[config.mk]
export PLATFORM = sky130hd
export DESIGN_NAME = double_ended_queue
export DESIGN_NICKNAME = d
export VERILOG_FILES = /design/src/rtl/deq_pkg.sv /design/src/rtl/double_ended_queue.sv /design/src/rtl/deq_ctrl.sv /design/src/rtl/deq_dp.sv
export SDC_FILE = /design/constraint.sdc
export NUM_CORES = 1
export LEC_CHECK = 0
export ABC_AREA = 1
export BUFFER_PORTS_ARGS = -buffer_cell sky130_fd_sc_hd__buf_2
export CAP_MARGIN = 40
export CORE_MARGIN = 2
export CORE_UTILIZATION = 60
export DETAILED_ROUTE_END_ITERATION = 8
export PLACE_DENSITY = 0.79
export SLEW_MARGIN = 20
export SYNTH_ARGS = -nofsm -noshare
export SYNTH_HDL_FRONTEND = slang
export SYNTH_SLANG_ARGS = --single-unit
[constraint.sdc]
create_clock -name clk -period 3.9 [get_ports clk]
set_clock_uncertainty 0.05 [all_clocks]
set_input_delay 0.585 -clock clk [delete_from_list [all_inputs] [get_ports clk]]
set_output_delay 0.585 -clock clk [all_outputs]
set_load 0.02 [all_outputs]
[src/rtl/deq_pkg.sv]
// ----------------------------------------------------------------------------
// deq_pkg
// Shared types, constants and an index helper for the double-ended queue.
// ----------------------------------------------------------------------------
`timescale 1ns / 1ps
`default_nettype none

package deq_pkg;

  localparam int DEPTH     = 16;
  localparam int WORD_BITS = 32;
  localparam int ADDR_W    = (DEPTH > 1) ? $clog2(DEPTH) : 1;
  localparam int CNT_W     = $clog2(DEPTH + 1);

  localparam logic [2:0] MODE_PUSH_FRONT = 3'd0;
  localparam logic [2:0] MODE_PUSH_BACK  = 3'd1;
  localparam logic [2:0] MODE_POP_FRONT  = 3'd2;
  localparam logic [2:0] MODE_POP_BACK   = 3'd3;
  localparam logic [2:0] MODE_DUMP       = 3'd4;

  localparam logic [1:0] ST_OK    = 2'd0;
  localparam logic [1:0] ST_EMPTY = 2'd1;
  localparam logic [1:0] ST_FULL  = 2'd2;

  typedef struct packed {
    logic [2:0]                  mode;
    logic signed [WORD_BITS-1:0] value;
  } deq_in_t;

  typedef struct packed {
    logic signed [WORD_BITS-1:0] item;
    logic [1:0]                  status;
    logic                        last;
  } deq_out_t;

  // controller to datapath
  typedef struct packed {
    logic       latch;
    logic       rd;
    logic       commit;
    logic       dcnt_inc;
    logic       out_load;
    logic       out_data;
    logic [1:0] out_code;
  } deq_cmd_t;

  // datapath to controller
  typedef struct packed {
    logic [2:0]       mode;
    logic             full;
    logic             empty;
    logic             out_free;
    logic             dump_last;
    logic [CNT_W-1:0] occ;
  } deq_stat_t;

  // ring index add, both operands below DEPTH
  function automatic logic [ADDR_W-1:0] wrap_add(input logic [ADDR_W-1:0] a,
                                                 input logic [ADDR_W-1:0] b);
    logic [ADDR_W:0] sum;
    sum = {1'b0, a} + {1'b0, b};
    if (sum >= (ADDR_W+1)'(DEPTH)) begin
      sum = sum - (ADDR_W+1)'(DEPTH);
    end
    return sum[ADDR_W-1:0];
  endfunction

endpackage

`default_nettype wire

[src/rtl/double_ended_queue.sv]
// ----------------------------------------------------------------------------
// double_ended_queue
// Bounded double-ended queue of signed words held in a ring buffer memory.
// ----------------------------------------------------------------------------
// One request is taken at a time; in_ready is low until the sequencer is back
// in idle. A decode step finishes a push, an undefined mode, or a pop or dump
// on an empty queue; a pop that removes a word adds a step that loads it, and
// a dump adds a step that loads each stored entry. A step that loads a beat
// waits while the result side stalls; the entry memory's read data is
// registered. Every request with a defined mode yields at least one beat; a
// dump of a non-empty queue yields one beat per stored entry, front to back,
// with last on the back entry. Results leave through an output register, so
// a beat waiting on out_ready does not block the next step until another
// beat must be loaded. Undefined modes are dropped silently.
`timescale 1ns / 1ps
`default_nettype none

module double_ended_queue (
  input  wire logic             clk,
  input  wire logic             rst_n,
  input  wire logic             in_valid,
  output logic                  in_ready,
  input  wire deq_pkg::deq_in_t in_data,
  output logic                  out_valid,
  input  wire logic             out_ready,
  output deq_pkg::deq_out_t     out_data
);

  deq_pkg::deq_cmd_t  cmd;
  deq_pkg::deq_stat_t stat;

  deq_ctrl u_ctrl (
    .clk      (clk),
    .rst_n    (rst_n),
    .in_valid (in_valid),
    .in_ready (in_ready),
    .stat     (stat),
    .cmd      (cmd)
  );

  deq_dp u_dp (
    .clk       (clk),
    .rst_n     (rst_n),
    .in_data   (in_data),
    .out_valid (out_valid),
    .out_ready (out_ready),
    .out_data  (out_data),
    .cmd       (cmd),
    .stat      (stat)
  );

`ifndef SYNTH
  a_occ_bound: assert property (@(posedge clk) disable iff (!rst_n)
    stat.occ <= deq_pkg::CNT_W'(deq_pkg::DEPTH))
    else $error("occupancy above depth");

  a_load_free: assert property (@(posedge clk) disable iff (!rst_n)
    cmd.out_load |-> stat.out_free)
    else $error("output beat overwritten");

  a_push_grow: assert property (@(posedge clk) disable iff (!rst_n)
    (cmd.commit && (stat.mode == deq_pkg::MODE_PUSH_FRONT ||
                    stat.mode == deq_pkg::MODE_PUSH_BACK))
    |=> stat.occ == $past(stat.occ) + deq_pkg::CNT_W'(1))
    else $error("push did not grow queue");
`endif

endmodule

`default_nettype wire

[src/rtl/deq_ctrl.sv]
// ----------------------------------------------------------------------------
// deq_ctrl
// Request sequencer: decodes one request and steps the datapath through it.
// ----------------------------------------------------------------------------
`timescale 1ns / 1ps
`default_nettype none

module deq_ctrl (
  input  wire logic              clk,
  input  wire logic              rst_n,
  input  wire logic              in_valid,
  output logic                   in_ready,
  input  wire deq_pkg::deq_stat_t stat,
  output deq_pkg::deq_cmd_t      cmd
);

  localparam logic [1:0] S_IDLE = 2'd0;
  localparam logic [1:0] S_DEC  = 2'd1;
  localparam logic [1:0] S_POP  = 2'd2;
  localparam logic [1:0] S_DUMP = 2'd3;

  logic [1:0] state_r;
  logic [1:0] state_nxt;

  assign in_ready = (state_r == S_IDLE);

  always_comb begin
    state_nxt    = state_r;
    cmd          = '0;
    cmd.out_code = deq_pkg::ST_OK;
    case (state_r)
      S_IDLE: begin
        if (in_valid) begin
          cmd.latch = 1'b1;
          state_nxt = S_DEC;
        end
      end
      S_DEC: begin
        case (stat.mode)
          deq_pkg::MODE_PUSH_FRONT, deq_pkg::MODE_PUSH_BACK: begin
            if (stat.out_free) begin
              cmd.out_load = 1'b1;
              if (stat.full) begin
                cmd.out_code = deq_pkg::ST_FULL;
              end else begin
                cmd.commit = 1'b1;
              end
              state_nxt = S_IDLE;
            end
          end
          deq_pkg::MODE_POP_FRONT, deq_pkg::MODE_POP_BACK,
          deq_pkg::MODE_DUMP: begin
            if (stat.empty) begin
              if (stat.out_free) begin
                cmd.out_load = 1'b1;
                cmd.out_code = deq_pkg::ST_EMPTY;
                state_nxt    = S_IDLE;
              end
            end else begin
              cmd.rd    = 1'b1;
              state_nxt = (stat.mode == deq_pkg::MODE_DUMP) ? S_DUMP : S_POP;
            end
          end
          default: begin
            state_nxt = S_IDLE;
          end
        endcase
      end
      S_POP: begin
        if (stat.out_free) begin
          cmd.out_load = 1'b1;
          cmd.out_data = 1'b1;
          cmd.commit   = 1'b1;
          state_nxt    = S_IDLE;
        end
      end
      S_DUMP: begin
        if (stat.out_free) begin
          cmd.out_load = 1'b1;
          cmd.out_data = 1'b1;
          if (stat.dump_last) begin
            state_nxt = S_IDLE;
          end else begin
            cmd.dcnt_inc = 1'b1;
            cmd.rd       = 1'b1;
          end
        end
      end
      default: begin
        state_nxt = S_IDLE;
      end
    endcase
  end

  always_ff @(posedge clk) begin
    if (!rst_n) begin
      state_r <= S_IDLE;
    end else begin
      state_r <= state_nxt;
    end
  end

endmodule

`default_nettype wire

[src/rtl/deq_dp.sv]
// ----------------------------------------------------------------------------
// deq_dp
// Ring buffer datapath: entry memory, front pointer, occupancy, output beat.
// ----------------------------------------------------------------------------
`timescale 1ns / 1ps
`default_nettype none

module deq_dp (
  input  wire logic              clk,
  input  wire logic              rst_n,
  input  wire deq_pkg::deq_in_t  in_data,
  output logic                   out_valid,
  input  wire logic              out_ready,
  output deq_pkg::deq_out_t      out_data,
  input  wire deq_pkg::deq_cmd_t cmd,
  output deq_pkg::deq_stat_t     stat
);

  logic signed [deq_pkg::WORD_BITS-1:0] mem [deq_pkg::DEPTH];

  deq_pkg::deq_in_t                     op_r;
  logic [deq_pkg::ADDR_W-1:0]           front_r;
  logic [deq_pkg::ADDR_W-1:0]           front_nxt;
  logic [deq_pkg::CNT_W-1:0]            occ_r;
  logic [deq_pkg::CNT_W-1:0]            occ_nxt;
  logic [deq_pkg::ADDR_W-1:0]           dcnt_r;
  logic [deq_pkg::ADDR_W-1:0]           dcnt_nxt;
  logic signed [deq_pkg::WORD_BITS-1:0] rdata_r;
  logic                                 out_valid_r;
  deq_pkg::deq_out_t                    out_r;

  logic [deq_pkg::ADDR_W-1:0] occ_lo;
  logic [deq_pkg::ADDR_W-1:0] occ_m1;
  logic [deq_pkg::ADDR_W-1:0] front_dec;
  logic [deq_pkg::ADDR_W-1:0] rd_addr;
  logic [deq_pkg::ADDR_W-1:0] wr_addr;
  logic                       wr_en;
  logic                       is_push;

  assign occ_lo    = occ_r[deq_pkg::ADDR_W-1:0];
  assign occ_m1    = occ_lo - deq_pkg::ADDR_W'(1);
  assign front_dec = deq_pkg::wrap_add(front_r, deq_pkg::ADDR_W'(deq_pkg::DEPTH - 1));
  assign dcnt_nxt  = cmd.dcnt_inc ? dcnt_r + deq_pkg::ADDR_W'(1) : dcnt_r;
  assign is_push   = (op_r.mode == deq_pkg::MODE_PUSH_FRONT) ||
                     (op_r.mode == deq_pkg::MODE_PUSH_BACK);
  assign wr_en     = cmd.commit && is_push;

  always_comb begin
    case (op_r.mode)
      deq_pkg::MODE_POP_FRONT: rd_addr = front_r;
      deq_pkg::MODE_POP_BACK:  rd_addr = deq_pkg::wrap_add(front_r, occ_m1);
      default:                 rd_addr = deq_pkg::wrap_add(front_r, dcnt_nxt);
    endcase
  end

  always_comb begin
    front_nxt = front_r;
    occ_nxt   = occ_r;
    wr_addr   = deq_pkg::wrap_add(front_r, occ_lo);
    case (op_r.mode)
      deq_pkg::MODE_PUSH_FRONT: begin
        wr_addr = front_dec;
        if (cmd.commit) begin
          front_nxt = front_dec;
          occ_nxt   = occ_r + deq_pkg::CNT_W'(1);
        end
      end
      deq_pkg::MODE_PUSH_BACK: begin
        if (cmd.commit) begin
          occ_nxt = occ_r + deq_pkg::CNT_W'(1);
        end
      end
      deq_pkg::MODE_POP_FRONT: begin
        if (cmd.commit) begin
          front_nxt = deq_pkg::wrap_add(front_r, deq_pkg::ADDR_W'(1));
          occ_nxt   = occ_r - deq_pkg::CNT_W'(1);
        end
      end
      deq_pkg::MODE_POP_BACK: begin
        if (cmd.commit) begin
          occ_nxt = occ_r - deq_pkg::CNT_W'(1);
        end
      end
      default: begin
      end
    endcase
  end

  // entry memory
  always_ff @(posedge clk) begin
    if (wr_en) begin
      mem[wr_addr] <= op_r.value;
    end
    if (cmd.rd) begin
      rdata_r <= mem[rd_addr];
    end
  end

  always_ff @(posedge clk) begin
    if (cmd.latch) begin
      op_r <= in_data;
    end
    if (cmd.latch) begin
      dcnt_r <= '0;
    end else begin
      dcnt_r <= dcnt_nxt;
    end
    if (cmd.out_load) begin
      out_r.item   <= cmd.out_data ? rdata_r : '0;
      out_r.status <= cmd.out_code;
      out_r.last   <= (op_r.mode == deq_pkg::MODE_DUMP && cmd.out_data) ?
                      stat.dump_last : 1'b1;
    end
  end

  always_ff @(posedge clk) begin
    if (!rst_n) begin
      front_r     <= '0;
      occ_r       <= '0;
      out_valid_r <= 1'b0;
    end else begin
      front_r <= front_nxt;
      occ_r   <= occ_nxt;
      if (cmd.out_load) begin
        out_valid_r <= 1'b1;
      end else if (out_ready) begin
        out_valid_r <= 1'b0;
      end
    end
  end

  assign out_valid      = out_valid_r;
  assign out_data       = out_r;
  assign stat.mode      = op_r.mode;
  assign stat.full      = (occ_r == deq_pkg::CNT_W'(deq_pkg::DEPTH));
  assign stat.empty     = (occ_r == '0);
  assign stat.out_free  = !out_valid_r || out_ready;
  assign stat.dump_last = ({1'b0, dcnt_r} == (occ_r - deq_pkg::CNT_W'(1)));
  assign stat.occ       = occ_r;

endmodule

`default_nettype wire

# After elaboration in Yosys (flattened, before gate mapping)
# Memory sizes are Yosys's and may differ from the RTL's. A register that Yosys moved wholly into a read port is not among the register bits.
# Index checks and enable logic that the tools add are counted.
# Widths: inputs -> output; s select.
# word_totals
n_memories	1
mem_bits_rw	512
output_inout_bits	37
register_bits	86
# op_classes
magnitude_cmp	5
n_reduce_logical	17
n_eq_ne	16
n_mux	50
add_sub_neg	14
# mem_list
name	depth	word_bits	rd	rd_ports_with_merged_regs	wr	line	source
u_dp.mem	16	32	1	1	1	deq_dp.sv:19	logic signed [deq_pkg::WORD_BITS-1:0] mem [deq_pkg::DEPTH];
# op_table
operator	n
$mux 4	9
$ge 5x5->1 const B	5
$sub 4x1->4 const B	6
$mux 1	18
$mux 2	9
$pmux 4 s2	2
$add 4x4->5	3
$mux 5	2
$ne 2x1->1 const B	5
$pmux 5 s2	1
$reduce_and 3->1	3
$pmux 1 s2	4
$pmux 2 s2	2
$pmux 2 s4	1
$eq 3x2->1 const B	2
$reduce_bool 2->1	3
$add 4x1->5 const B	1
$add 4x4->5 const B	1
$add 5x1->5 const B	1
$eq 4x5->1	1
$eq 5x5->1 const B	1
$logic_not 5->1	1
$sub 5x1->5 const B	1
$add 4x1->4 const B	1
other kinds (14)	19

# Logic depth before layout (Yosys ltp)
# Gate-level depths: netlist of run 1.
# logic_depth
depth_word	10
ltp_mapped	25

# Cells and area by module
# From an unflattened synthesis of run 1, not the netlist that was laid out.
# hier_totals
hier_cells	2697
hier_area_um2	27874.2
# by_module_without_submodules
mod	cells_each	instances	area_per_inst_um2
deq_dp	2631	1	27521.4
deq_ctrl	66	1	352.8

# Worst setup path before layout of run 1
# No wires, ideal clock.
# synth_path
kind	register to register
startpoint	reg u_dp.occ_r[0] (netlist name)
endpoint	reg u_dp.rdata_r[0] (netlist name), read port of u_dp.mem, data pin
setup_slack_ps	350
arrival_time_ps	3247
required_ps	3598
setup_ps	252
synth_period_minus_slack_ps	3550
path_buffers	2
stages_incl_launch_ff	26
path_cell_list	dfxtp_1 -> inv_1 -> ha_1 -> inv_1 -> nand2_1 -> nand2_1 -> nor2_1 -> nand2_2 -> nor2_4 -> nand2_4 -> nand2_4 -> xor2_1 -> o21ai_0 -> ha_1 -> inv_1 -> fa_1 -> nand2_1 -> o21ai_1 -> inv_1 -> buf_4 -> clkbuf_1 -> o21ai_0 -> o22ai_1 -> o21a_1 -> nand3_1 -> nand2_1
# synth_between
elab_chain_len	10
elab_cells_between_ends	21
cone_classes	6 x add/sub; 2 x order compare; 1 x eq/ne; 11 x mux; 1 x reduce/logical
# synth_rtl
item	line	source
start: declaration	deq_dp.sv:24	logic [deq_pkg::CNT_W-1:0] occ_r;
start signal: assignment	deq_dp.sv:123	occ_r <= occ_nxt;
$sub 5x1->5	deq_dp.sv:138	assign stat.dump_last = ({1'b0, dcnt_r} == (occ_r - deq_pkg::CNT_W'(1)));
$eq 4x5->1	deq_dp.sv:138	
$mux 1	deq_ctrl.sv:81	if (stat.dump_last) begin
$mux 3	deq_ctrl.sv:78	if (stat.out_free) begin
$mux 1	deq_ctrl.sv:31	case (state_r)
$mux 4	deq_dp.sv:43	assign dcnt_nxt = cmd.dcnt_inc ? dcnt_r + deq_pkg::ADDR_W'(1) : dcnt_r;
$add 4x4->5	deq_pkg.sv:61	sum = {1'b0, a} + {1'b0, b};
$sub 4x1->4 / $ge 5x5->1 (equally long branches)	deq_pkg.sv:63, deq_pkg.sv:62	
$mux 4	deq_pkg.sv:62	if (sum >= (ADDR_W+1)'(DEPTH)) begin
$pmux 4 s2	deq_dp.sv:49	case (op_r.mode)
end: declaration	deq_dp.sv:28	logic signed [deq_pkg::WORD_BITS-1:0] rdata_r;
# Several ways; a longest one is shown, not always the timed one.
# A chain may end at the register's enable or synchronous reset.

# Final worst setup path of run 1
# layout_path
startpoint	reg u_dp.occ_r[0] (netlist name)
endpoint	reg u_dp.rdata_r[6] (netlist name), read port of u_dp.mem, data pin
# Same word-level chain as after synthesis.

==> impl_results.md, run 1 <==
- Crit path kind: reg -> reg
- Top_reg_cell synth: edfxtp_1
- Final nets: 2,034
- Final min period: roughly 3.7 ns
- Io pins: 76
- Crit path DAT: about 4.2 ns
- GP Congestion: between 0.8 and 0.9
- Via-to-Cell Ratio: between 6 and 7
- Initial core utilization: 0.611
- Hold_buf cts: 0
- Post-Synth Adder-Cell Area: 0.00909
- Fmax: ~270 MHz
- Leakage: slightly above 10 nW
- Met3 Usage GRT: 0.0509
- Met1 usage: 0.357
- Worst Hold Class: in -> reg
- Peak VDD IR: 0.000371 V
- Final Max Slew Viols: 0
- Layout cells sized above 1: 0.152
- TritonCTS Buffers: a little under 60
- Initial antenna violation count: 1
- XOR/XNOR Fraction of Synth Area: 0.00524
- Detailed Routing Iterations Pass 1: 5
- Clock buffer depth: 3
- Slew @ Worst Pin: a little over 0.8 ns
- Number of enable flip-flop cells after synthesis: 614
- Clock network latency to the later pin of the worst-skew pair: ~0.63 ns
- Synth Net Count: slightly below 2,000
- Post-synthesis sequential area ratio: 0.749
- GR Layer Usage met2: 0.439
- Commonest cells after routing, fill and taps aside: edfxtp_1 (614), nor2_1 (308), o21ai_0 (250), nand2_1 (120), buf_2 (75)
- Number of global-route vias before repair: 15,800
- Yosys top cell by area: edfxtp_1
- Final Power: roughly 14 mW
- Synth Area in Compound Gates: 0.119
- Headroom to the max-slew limit: 0.451
- Synth area leaders: edfxtp_1 (74%), o21ai_0 (5.2%), nor2_1 (4.9%)
- Yosys reg bits: 630
- GRT Total Usage: 0.270
- Crit-path max FO: 24
- Average size of a mapped cell: around 13 µm²
- Max_cap viols: 0
- Root Buffer: clkbuf_16
- Worst hold margin: 0.0813 ns
- H-tree depth: 2
- Final WL: around 60 mm
- Hold Violations, Final: 0
- Global-route wire length before repair: 89.3 mm
- Most common cell after layout, fill and taps aside: edfxtp_1
- Final worst-path cycle share: 0.961
- Cell Area, Synth: roughly 25,000 µm²
- Main combinational cell family by area after synthesis: compound AO/OA/AOI/OAI gates
- I/O Buffers: 75
- Height of the chip: approximately 210 µm
- Setup TNS: 0 ns
- Largest net degree at the start of global routing: 103
- Final HPWL DP: about 30 mm
- Run status: finished, final reports clean
- Mux contribution to synthesized area: 0
- Type of origin of the critical path: flip-flop
- Post-synth ARST share: 0
- DRC Markers: 0
- Core area: roughly 41,000 µm²
- Synth top area share: 0.736
- Antenna cells: 0
- YS warnings: 0
- Critical Path End Type: flip-flop
- CTS tree: done
- Total clock sinks: 630
- Post-synthesis instance total: about 1,900
- Critical path required time: between 4 and 5 ns
- # setup viols final: 0
- Die area: between 40,000 and 50,000 µm²
- P per Cell Area: about 500 nW/µm²
- Routed len/inst: about 24 µm
- CTS clk-pin slew, worst paths: roughly 0.06 ns
- Gr busiest metal: met2
- Fill count: ~2,500
- Grt total ovfl: 0
- Simple-gate share of the synthesized area: 0.0857
- DR iter-0 viols: roughly 1,800
- Rows: 74
- Post-DRT Antenna Nets: 0
- Via count: approximately 16,000
- Chip width: about 210 µm
- Final core occ: 0.708
- Yosys cell types: 39
- Area grow syn2layout: 15.9%
-- sequential cells by signal, summed over array words and instances (netlist names) --
| register | count |
|---|---|
| u_dp.out_valid | 1 |
| u_dp.stat | 3 |
| u_dp.out_data | 35 |
| u_dp.mem | 512 |
| u_dp.dcnt_r | 4 |
| u_dp.occ_r | 5 |
| u_dp.rdata_r | 32 |
| u_dp.op_r | 32 |
| u_dp.front_r | 4 |
| u_ctrl.state_r | 2 |
-- per-stage QoR --
stage	setup slack, ns	cells	instance area [µm²]
floorplan	0.350	1871	25100
global placement	0.145	2425	26600
detailed placement	0.0439	2425	26600
CTS	-0.00786	2535	28600
global route	-0.0640	2557	29000
finish	0.153	2557	29000
-- what timing repair did --
item,CTS,global route
setup buffers,1,12
pin swaps,0,13
setup endpoints to repair,8,32
cloned,1,11
gates resized for setup,2,38
-- kinds of logic after synthesis --
family	after synthesis
fa+ha+maj	17
xor+xnor	15
flops	630
simple gates	524
buf+inv	193
compound gates	492
-- area by class of cell --
| cell class | instances | area, µm² | share of cell area |
|---|---|---|---|
| clock buffers | 67 | 1530 | 0.0526 |
| clock inverters | 41 | 440 | 0.0152 |
| inverters | 77 | 302 | 0.0104 |
| multi-input cells | 1048 | 5690 | 0.196 |
| flip-flops and latches | 630 | 18800 | 0.646 |
| well taps | 532 | 666 | 0.0229 |
| repair buffers | 162 | 1650 | 0.0569 |
-- power breakdown --
group	internal [mW]	switching, mW
sequential	7.51	0.0974
clock	3.40	2.45
combinational	0.404	0.635
total	11.3	3.18
-- path summary, 6_finish.rpt --
kind,endpoint,slack [ns],start,cells after the start
worst max-delay path,u_dp.rdata_r[6],0.15,u_dp.occ_r[0],24
worst min-delay path,u_dp.op_r[19],0.08,in_data[19],1
worst max register to register,u_dp.rdata_r[6],0.15,u_dp.occ_r[0],24
worst min register to register,u_ctrl.state_r[1],0.46,u_ctrl.state_r[1],2
-- Yosys cell counts, types with 16 or more instances --
| master | instances |
|---|---|
| o221ai_1 | 64 |
| edfxtp_1 | 614 |
| nor2_1 | 324 |
| clkbuf_1 | 72 |
| o21ai_1 | 16 |
| dfxtp_1 | 16 |
| o22ai_1 | 64 |
| inv_1 | 75 |
| o21ai_0 | 262 |
| o21a_1 | 64 |
| buf_2 | 31 |
| nand3_1 | 55 |
| nand2_1 | 124 |
-- per-layer routing --
| metal | share of wire | vias to the layer above | routed length, µm |
|---|---|---|---|
| met3 | 0.11 | 192 | 6490 |
| li1 | - | 7116 | - |
| met5 | 0.00013 | - | 8 |
| met2 | 0.48 | 1024 | 29600 |
| met1 | 0.37 | 7887 | 23000 |
| met4 | 0.038 | 2 | 2320 |
-- critical path: stages, from the launching register on --
cell and delay, ns:
dfxtp_2 0.33, inv_2 0.05, ha_4 0.17, inv_1 0.05, nand2_1 0.08, nand2_2 0.13
nand2_1 0.05, nand2_1 0.10, nor2_4 0.05, nand2_4 0.09, nand2_4 0.08, xor2_2 0.17
o21ai_1 0.15, ha_2 0.20, inv_2 0.04, fa_1 0.51, nand2_2 0.07, o21ai_4 0.18
buf_6 0.22, clkbuf_16 0.22, o21ai_0 0.13, o221ai_1 0.19, o21a_1 0.15, nand2_1 0.06
nand2_1 0.07
Power figures use the tool's default switching activity.
==> run 2: changes to the inputs <==
--- a/config.mk
+++ b/config.mk
@@ -10,6 +10,7 @@
 export CAP_MARGIN = 40
 export CORE_MARGIN = 2
 export CORE_UTILIZATION = 60
+export CTS_BUF_LIST = sky130_fd_sc_hd__clkbuf_4 sky130_fd_sc_hd__clkbuf_8
 export DETAILED_ROUTE_END_ITERATION = 8
 export PLACE_DENSITY = 0.79
 export SLEW_MARGIN = 20
==> impl_results.md, run 2 (synthesis results as in run 1) <==
- Antenna cells: 0 (unchanged)
- Register area: 18,800 µm² (unchanged)
- Initial core utilization: 0.611 (unchanged)
- I/O Buffers: 75 (unchanged)
- WP buf/inv: 5 (unchanged)
- Grt total ovfl: 0 (unchanged)
- Rows: 74 (unchanged)
- DRC Markers: 0 (unchanged)
- Core area: 41,000 µm² (unchanged)
- Final worst-path cycle share: 0.950 (-0.0112)
- GP Congestion: 0.875 (unchanged)
- Number of global-route vias before repair: 15,900 (+0.65%)
- FF-to-FF Start: u_dp.occ_r[1]
- Fmax: 270 MHz (+1.2%)
- CP Cell Sequence: buf_4 > nor2_2 > nand2_1 > nand2_1 > nand2_2 > nand2_1 > nand2_1 > nand2_4 > nand2_4 > xor2_2 > o21ai_1 > ha_2 > inv_1 > fa_1 > nand2_2 > o21ai_4 > clkinv_4 > buf_12 > clkbuf_16 > o21ai_0 > o22ai_1 > o21a_1 > nand3_1 > nand2_1
- Post-place instance area: 26,600 µm² (unchanged)
- Layout cells sized above 1: 0.175 (+0.0235)
- Slowest CP cell: fa_1
- Detailed Routing Iterations Pass 1: 6 (+1)
- Min-delay src: in_data[5]
- Die area: 43,400 µm² (unchanged)
- Critical path origin: u_dp.occ_r[1]
- Largest register FFs: 512 (unchanged)
- Critical Path End Type: flip-flop
- Chip width: 208 µm (unchanged)
- Commonest cells after routing, fill and taps aside: edfxtp_1 (614), nor2_1 (308), o21ai_0 (251), nand2_1 (120), clkbuf_8 (97)
- Slowest stage delay, CP: 0.49 ns (-0.02 ns)
- Leakage: 10.0 nW (-0.61%)
- CTS clk-pin slew, worst paths: 0.06 ns (about the same)
- Worst Hold Class: in -> reg
- Peak VDD IR: 0.000311 V (-16%)
- # setup viols final: 0 (unchanged)
- Fill count: 2,581 (+3.7%)
- GRT Total Usage: 0.271 (+0.000411)
- Final Max Slew Viols: 0 (unchanged)
- Met1 usage: 0.362 (+0.00512)
- Via-to-Cell Ratio: 6.19 (-2.4%)
- Final nets: 2,062 (+1.4%)
- Via count: 16,200 (-0.14%)
- DR iter-0 viols: 1,929 (+6.0%)
- Worst Hold Depth: 1 (unchanged)
- Crit path kind: reg -> reg
- Largest Register: u_dp.mem
- Type of origin of the critical path: flip-flop
- Final Instance Area: 28,800 µm² (-0.78%)
- Root Buffer: clkbuf_8
- Routed len/inst: 22.9 µm (-4.5%)
- Final min period: 3.70 ns (-0.0438 ns)
- H-tree depth: 3 (+1)
- Most common cell on crit path: nand2_1
- Final WL: 60.0 mm (-2.2%)
- Worst reg2reg setup slack: 0.20 ns (+0.04 ns)
- R2r worst-path depth: 24 (unchanged)
- Hold_buf cts: 0 (unchanged)
- CTS tree: done
- Hold EP: u_dp.op_r[5]
- Global-route wire length before repair: 89.5 mm (+0.26%)
- Crit path DAT: 4.07 ns (-0.11 ns)
- Height of the chip: 208 µm (unchanged)
- Initial antenna violation count: 0 (-1)
- Crit-path max FO: 6 (-75%)
- Gr busiest metal: met2
- Total clock sinks: 630 (unchanged)
- Multi-input combinational cell area: 5720 µm² (+0.44%)
- Io pins: 76 (unchanged)
- GR Layer Usage met2: 0.438 (-0.000923)
- P per Cell Area: 483 nW/µm² (-3.2%)
- Worst hold margin: 0.0310 ns (-0.0504 ns)
- R2r endpoint: u_dp.rdata_r[21]
- Run status: finished, final reports clean
- Max_cap viols: 0 (unchanged)
- Most common cell after layout, fill and taps aside: edfxtp_1
- Critical path required time: 4.26 ns (-0.07 ns)
- Hold Violations, Final: 0 (unchanged)
- Clock buffer depth: 3 (unchanged)
- TritonCTS Buffers: 96 (+63%)
- Area grow syn2layout: 15.0%
- Final HPWL DP: 30.1 mm (unchanged)
- Slew @ Worst Pin: 0.813 ns (-0.00802 ns)
- Headroom to the max-slew limit: 0.456 (+0.00537)
- Post-DRT Antenna Nets: 0 (unchanged)
- Largest net degree at the start of global routing: 103 (unchanged)
- Met3 Usage GRT: 0.0548 (+0.00392)
- Clock network latency to the later pin of the worst-skew pair: 0.68 ns (+0.05 ns)
- CP delay by family, top: simple AND/OR/NAND/NOR gates
-- run 2: cell count changes in the layout (fill, tap and decap cells not counted), sizes merged --
cell      previous run  this run
clkinv              29        37
buf                153       148
clkinvlp             2         3
bufinv               9         3
inv                 78        79
clkbuf              76       137
-- run 2: power by group --
part	total, mW	leakage (nW)	switching, mW	internal (mW)
Sequential	7.61	5.72	0.0958	7.51
Clock	5.33	0.989	2.47	2.86
Combinational	0.987	3.30	0.610	0.377
-- run 2: layout make-up --
cell class,instances,share of cell area
inverter,77,0.0104
clock inverter,45,0.00990
timing repair buffer,153,0.0516
tap,532,0.0231
clock buffer,132,0.0555
multi-input combinational,1048,0.198
sequential,630,0.651
-- run 2: through the flow --
stage,setup slack (ns),instances,util,total power [mW],setup TNS (ns)
after floorplan,0.350,1871,-,8.31,0
after global placement,0.145,2425,0.648,8.59,0
after detailed placement,0.0439,2425,0.648,8.63,0
after CTS,0.0153,2605,0.696,13.9,0
after global routing,-0.0321,2617,0.702,14.4,-0.125
final,0.196,2617,0.702,13.9,0
-- run 2: timing repair --
action | in CTS | in global routing
cloned | 2 | 5
endpoints found under the setup margin | 1 | 32
resized for setup | 3 | 35
pin swaps | 0 | 14
setup buffers | 1 | 8
-- run 2: worst max-delay path by stage --
stage / slack, ns / to / depth (start not counted)
global route: -0.03 / u_dp.rdata_r[3] / 24
CTS: 0.02 / u_dp.rdata_r[25] / 24
global placement: 0.14 / u_dp.rdata_r[30] / 23
floorplan: 0.35 / u_dp.rdata_r[0] / 25
finish: 0.20 / u_dp.rdata_r[21] / 24
detailed placement: 0.04 / u_dp.rdata_r[20] / 24
-- run 2: layer usage --
layer	part of all wire	vias to the layer above	wire length [µm]
li1	-	7190	-
met1	0.38	7827	22600
met2	0.48	1005	28900
met3	0.11	176	6460
met4	0.033	0	1990
met5	0	-	0
